[src/bfa_pkg.sv]
`default_nettype none
// ============================================================================
// bfa_pkg
// Shared types, constants and a helper function for the bitmap allocator.
// ============================================================================
package bfa_pkg;

    localparam int MAP_BYTES       = 1024;
    localparam int INDEX_BYTES_CAP = 1024;
    localparam int WIN_BYTES       = (MAP_BYTES < INDEX_BYTES_CAP) ? MAP_BYTES
                                                                   : INDEX_BYTES_CAP;
    localparam int BITS_PER_WORD   = 8;
    localparam int ROW_BYTES       = 32;
    localparam int ROW_BITS        = ROW_BYTES * BITS_PER_WORD;
    localparam int ROWS            = MAP_BYTES / ROW_BYTES;
    localparam int ROW_AW          = $clog2(ROWS);
    localparam int BYTE_AW         = $clog2(ROW_BYTES);
    localparam int BIT_AW          = $clog2(BITS_PER_WORD);
    localparam int POS_W           = BYTE_AW + BIT_AW;
    localparam int GROUP_SIZE      = 8;
    localparam int GROUPS          = ROW_BYTES / GROUP_SIZE;
    localparam int GROUP_AW        = $clog2(GROUPS);

    localparam int INDEX_W  = 13;
    localparam int COUNT_W  = 11;
    localparam int STATUS_W = 2;
    localparam int DATA_W   = 32;
    localparam int PADDR_W  = 3;

    localparam logic [COUNT_W-1:0]  BYTES_IN_USE_RESET = 11'd1024;
    localparam logic [7:0]          FULL_WORD          = 8'hff;

    localparam logic MODE_ALLOC = 1'b0;
    localparam logic MODE_FREE  = 1'b1;

    localparam logic REG_BYTES_IN_USE = 1'b0;

    localparam logic [STATUS_W-1:0] STATUS_OK           = 2'd0;
    localparam logic [STATUS_W-1:0] STATUS_FULL         = 2'd1;
    localparam logic [STATUS_W-1:0] STATUS_RANGE        = 2'd2;
    localparam logic [STATUS_W-1:0] STATUS_ALREADY_FREE = 2'd3;

    typedef enum logic [1:0] {
        ST_IDLE,
        ST_READ,
        ST_SCAN
    } bfa_state_t;

    typedef struct packed {
        logic load;
        logic rd_cur;
        logic step;
        logic finish;
    } bfa_cmd_t;

    typedef struct packed {
        logic scan_done;
    } bfa_sts_t;

    // Position of the lowest set bit of an 8-bit value.
    function automatic logic [2:0] ffs8(input logic [7:0] v);
        logic [2:0] idx;
        idx = 3'd0;
        for (int i = 7; i >= 0; i--) begin
            if (v[i]) begin
                idx = 3'(i);
            end
        end
        return idx;
    endfunction

endpackage
`default_nettype wire

[src/bfa_ctrl.sv]
`default_nettype none
// ============================================================================
// bfa_ctrl
// Request sequencer: accepts a request, steps the row scan and hands the
// result to the output register.
// ============================================================================
module bfa_ctrl (
    input  wire logic              clk,
    input  wire logic              rst_n,
    input  wire logic              in_valid,
    output logic                   in_stall,
    output logic                   out_valid,
    input  wire logic              out_stall,
    output bfa_pkg::bfa_cmd_t      cmd,
    input  wire bfa_pkg::bfa_sts_t sts
);
    import bfa_pkg::*;

    bfa_state_t state_reg;
    bfa_state_t state_next;
    logic       out_pend_reg;
    logic       out_pend_next;
    logic       out_free;

    assign out_free = !out_pend_reg || !out_stall;

    always_ff @(posedge clk or negedge rst_n) begin
        if (!rst_n) begin
            state_reg    <= ST_IDLE;
            out_pend_reg <= 1'b0;
        end else begin
            state_reg    <= state_next;
            out_pend_reg <= out_pend_next;
        end
    end

    always_comb begin
        state_next = state_reg;
        case (state_reg)
            ST_IDLE: begin
                if (in_valid) begin
                    state_next = ST_READ;
                end
            end
            ST_READ: begin
                state_next = ST_SCAN;
            end
            ST_SCAN: begin
                if (sts.scan_done && out_free) begin
                    state_next = ST_IDLE;
                end
            end
            default: begin
                state_next = ST_IDLE;
            end
        endcase
    end

    always_comb begin
        cmd        = '0;
        in_stall   = 1'b1;
        case (state_reg)
            ST_IDLE: begin
                in_stall = 1'b0;
                cmd.load = in_valid;
            end
            ST_READ: begin
                cmd.rd_cur = 1'b1;
            end
            ST_SCAN: begin
                cmd.step   = !sts.scan_done;
                cmd.finish = sts.scan_done && out_free;
            end
            default: begin
                in_stall = 1'b1;
            end
        endcase
        out_pend_next = cmd.finish || (out_pend_reg && out_stall);
    end

    assign out_valid = out_pend_reg;

endmodule
`default_nettype wire

[config.mk]
export PLATFORM = sky130hd
export DESIGN_NAME = bfa_ctrl
export DESIGN_NICKNAME = d
export VERILOG_FILES = /design/src/bfa_pkg.sv /design/src/bfa_ctrl.sv
export SDC_FILE = /design/constraint.sdc
export NUM_CORES = 1
export LEC_CHECK = 0
export ABC_AREA = 1
export BUFFER_PORTS_ARGS = -buffer_cell sky130_fd_sc_hd__buf_2
export CORE_AREA = 2 2 39 41
export DETAILED_ROUTE_END_ITERATION = 16
export DIE_AREA = 0 0 41 43
export MAX_ROUTING_LAYER = met4
export PLACE_DENSITY = 0.36
export SLEW_MARGIN = 5
export SYNTH_ARGS = -nofsm -noshare
export SYNTH_HDL_FRONTEND = slang
export SYNTH_SLANG_ARGS = --single-unit
[constraint.sdc]
create_clock -name clk -period 0.8 [get_ports clk]
set_input_delay 0.08 -clock clk [delete_from_list [all_inputs] [get_ports clk]]
set_output_delay 0.08 -clock clk [all_outputs]
set_load 0.02 [all_outputs]
After elaboration in Yosys (flattened, before gate mapping)
Index checks and enable logic that the tools add are counted.

Eq/ne operators: 4. Mux-type cells: 7. Reductions and logical operators: 9.

Operators by type and width (count): two-way mux 2 bit (3); one-hot mux 2 bit (3 select lines) (1); != test 2 bit, second input constant (2); logical NOT 1 bit (3); two-way mux 1 bit (3); equality test 2 x 1 -> 1 bit, second input constant (1); equality test 2 bit, second input constant (1); logical AND 1 bit (2); logical NOT 2 bit (1); logical OR 1 bit (2); AND reduction 2 bit (1).

Logic and storage cells: 22. Input bits: 5. Output and inout bits: 6. Bits in registers: 3.

Depth between registers and ports, before layout
Depth after elaboration: 5. Mapped depth: 4. Gate-level depth less buffers: 4.

Worst setup path after synthesis
No wires, ideal clock.

Path type: reg2out. Start point: register state_reg[0]. End point: output port cmd[3] (netlist name). Path slack: -228 ps. Data required time: 720 ps. Path buffers: 0. Cell stages (with the launch flop): 4. Data arrival time: 948 ps. Cells stage by stage: dfrtp_1 -> inv_1 -> nand2_1 -> nor2_1.

RTL lines: start: declaration (RTL line bfa_ctrl.sv:19) `bfa_state_t state_reg;`; start signal: assignment (RTL line bfa_ctrl.sv:32) `state_reg <= state_next;`; end: declaration (RTL line bfa_ctrl.sv:14) `output bfa_pkg::bfa_cmd_t cmd,`.

==> impl_summary.log <==
[metrics] outcome: finished, violations left
[metrics] failing checks: negative setup slack
[metrics] TritonCTS clock tree: built
[metrics] total overflow reported by the global router: 0
[metrics] reg2reg start: state_reg[0]
[metrics] number of setup violations in the final report: 7
[metrics] main combinational cell family by area after synthesis: simple AND/OR/NAND/NOR gates
[metrics] clock insertion delay at the later pin of the skew report: 230 ps
[metrics] cell area after placement: 274 sq um
[metrics] instance count of the mapped netlist: 22
[metrics] total placed cells including tap cells: 49
[metrics] number of standard cells in the final layout excluding fillers: 54
[metrics] number of antenna repair diodes: 0
[metrics] GR peak layer: met2
[metrics] multiplexer fraction of the synthesized cell area: 0%
[metrics] critical path class: flip-flop to output port
[metrics] measured slew at the worst slew-check pin: 122 ps
[metrics] Detailed Place HPWL: 362 um
[metrics] number of H-tree branching levels: 1
[metrics] initial antenna violation count: 0
[metrics] most common cell after layout, fill and taps aside: sky130_fd_sc_hd__buf_6
[metrics] P_leak: 0.000177 uW
[metrics] CP startpoint kind: flip-flop
[metrics] worst endpoint required time: 720 ps
[metrics] leading cell types by total area after synthesis: sky130_fd_sc_hd__dfrtp_1 48%, sky130_fd_sc_hd__nand2_1 14%, sky130_fd_sc_hd__inv_1 12%
[metrics] worst slew slack as a fraction of its limit: 91.9%
[metrics] multi-input gate area in the final layout: 104 sq um
[metrics] total routing resource utilization after global routing: 6.48%
[metrics] post-synthesis compound-gate area fraction: 5.56%
[metrics] max reg flops: 2
[metrics] Avg Synthesized Cell Area: 7.17 sq um
[metrics] max-capacitance violation count: 0
[metrics] Synth Area in XOR/XNOR: 0%
[metrics] max-slew violation total from the final report: 0
[metrics] post-synthesis register bit count: 3
[metrics] number of routed nets with antenna violations: 0
[metrics] critical path endpoint category: output port
[metrics] via count of the first global-routing pass: 184
[metrics] count of synthesis-stage warnings from yosys: 0
[metrics] number of violations reported at the end of detailed-routing iteration 0: 2
[metrics] area added between synthesis and finish: 125%
[metrics] Chip Height: 43 um
[metrics] final cell utilization of the core: 25.7%
[metrics] Root Buffer Master: sky130_fd_sc_hd__clkbuf_4
[metrics] detail-routed via count per cell: 3.56
[metrics] area of the mapped netlist: 158 sq um
[metrics] hold wc startpoint: in_valid
[metrics] Storage cell area: 77.6 sq um
[metrics] area share of fa/ha/maj cells after synthesis: 0%
[metrics] total non-filler cell area in the finished layout: 355 sq um
[metrics] Initial Utilization: 11.4%
[metrics] count of pins on the block boundary: 11
[metrics] worst-case hold slack: 127 ps
[metrics] fillers: 153
[metrics] library cells used by synthesis: 7
[metrics] wirelength, routed: 459 um
[metrics] most area-hungry cell type in the Yosys netlist: sky130_fd_sc_hd__dfrtp_1
[metrics] first-pass detailed-route iteration total: 4
[metrics] setup repair after global routing missed its margin: true
[metrics] Routed WL per cell: 8.50 um
[metrics] simple-gate area share of the yosys netlist: 30.2%
[metrics] number of clock sinks seen by CTS: 3
[metrics] layout cells sized above 1: 73.7%
[metrics] sequential-to-total area share from yosys stat: 47.6%
[metrics] ratio of total power to cell area: 3630 nW/um^2
[metrics] hold violation total from the final report: 0
[metrics] weighted congestion at the end of routability-driven global placement: 0.529
[metrics] number of buffers created by CTS: 3
[metrics] worst setup slack after layout: -299 ps
[metrics] global-route wire length before repair: 676 um
[metrics] met3 capacity usage during global routing: 3.14%
[metrics] row cnt: 14
[metrics] net count after synthesis: 27
[metrics] M2 GR Usage: 8.75%
[metrics] CP Launch Point: state_reg[0]
[metrics] type of the most critical hold path: input pin to flip-flop
[metrics] largest net degree at the start of global routing: 4
[metrics] total number of nets in the final design: 44
[metrics] met1 Use GR: 6.43%
[metrics] signal arrival time at the worst endpoint: 1020 ps
[metrics] Die Footprint: 1760 sq um
[metrics] clock tree buffer depth: 2
[metrics] area fraction of the dominant cell type after synthesis: 47.6%
[metrics] Max Freq: 910 MHz
[metrics] leading cell types in the layout, fill and taps excluded: 5 x sky130_fd_sc_hd__buf_6, 4 x sky130_fd_sc_hd__buf_2
[metrics] register clock-pin slew on the reported worst setup and hold paths: 40 ps
[metrics] remaining routing DRC violations: 0
[metrics] core region area: 1380 sq um
[metrics] Final Total Pwr: 1290 uW
[metrics] Setup Skew: 1.19 ps
[metrics] post-CTS repair timing setup buffer count: 0
[metrics] overall via count from detail_route: 192
[metrics] port buffer count: 10
[metrics] Chip Width: 41 um
[metrics] ratio of final minimum period to clock period: 137%
[metrics] crit path max fanout: 3
[metrics] worst vdd ir: 0.00109 V
[metrics] Tmin final: 1100 ps
## critical path, cell delays in order (launching register included)
cell	delay [ps]
sky130_fd_sc_hd__dfrtp_1	370
sky130_fd_sc_hd__inv_2	110
sky130_fd_sc_hd__nand2_4	90
sky130_fd_sc_hd__nor2_4	90
sky130_fd_sc_hd__buf_6	120
## per-layer routing
metal	wire [um]	share of wire (%)
met1	161	35
met2	237	52
met3	60	13
met4	0	0
met5	0	0
## layout make-up
type,instances,share of cell area [%]
Tap cell,16,5.63
Multi-Input combinational cell,13,29.2
Timing Repair Buffer,13,30.6
Inverter,5,5.28
Sequential cell,3,21.8
Clock buffer,4,7.39
## power by group
group	total (uW)	internal, uW	switching, uW	leakage, uW
registers	286	221	65.3	0.0000360
logic	744	332	412	0.000126
clock network	260	187	73.8	0.0000150
total	1290	739	551	0.000177
## through the flow
stage / setup WS [ps] / TNS (ps)
after floorplan: -29.4 / -41.7
after global placement: -94.2 / -353
after detailed placement: -114 / -372
after CTS: -312 / -1620
after global routing: -338 / -1790
final: -299 / -1510
## cells in the mapped netlist
master and count:
sky130_fd_sc_hd__nand2_1 6, sky130_fd_sc_hd__buf_4 1, sky130_fd_sc_hd__nor2_1 5, sky130_fd_sc_hd__dfrtp_1 3, sky130_fd_sc_hd__inv_1 5, sky130_fd_sc_hd__nor2_2 1, sky130_fd_sc_hd__o21ai_2 1
## repair_timing
item                                    4_1_cts  5_1_grt
hold buffers                                  1        0
endpoints found under the setup margin        8        9
gates resized for setup                      11        3
pin swaps                                     1        0
hold endpoints to repair                      3        0
## logic make-up (layout without fill, tap and decap cells)
family                 Yosys count  count (layout)
AOI/OAI and AO/OA                1               1
DFF                              3               3
and+or+nand+nor                 12              12
buffers and inverters            6              22
## worst paths after layout
path	depth (start not counted)	slack, ps	endpoint
worst min-delay path	3	130	state_reg[0]
max in group asynchronous	2	490	out_valid
worst max register to register	5	-50	state_reg[1]
worst max-delay path	4	-300	cmd[0]
min in group asynchronous	2	190	state_reg[0]
worst min register to register	3	530	state_reg[1]
Power figures use the tool's default switching activity.
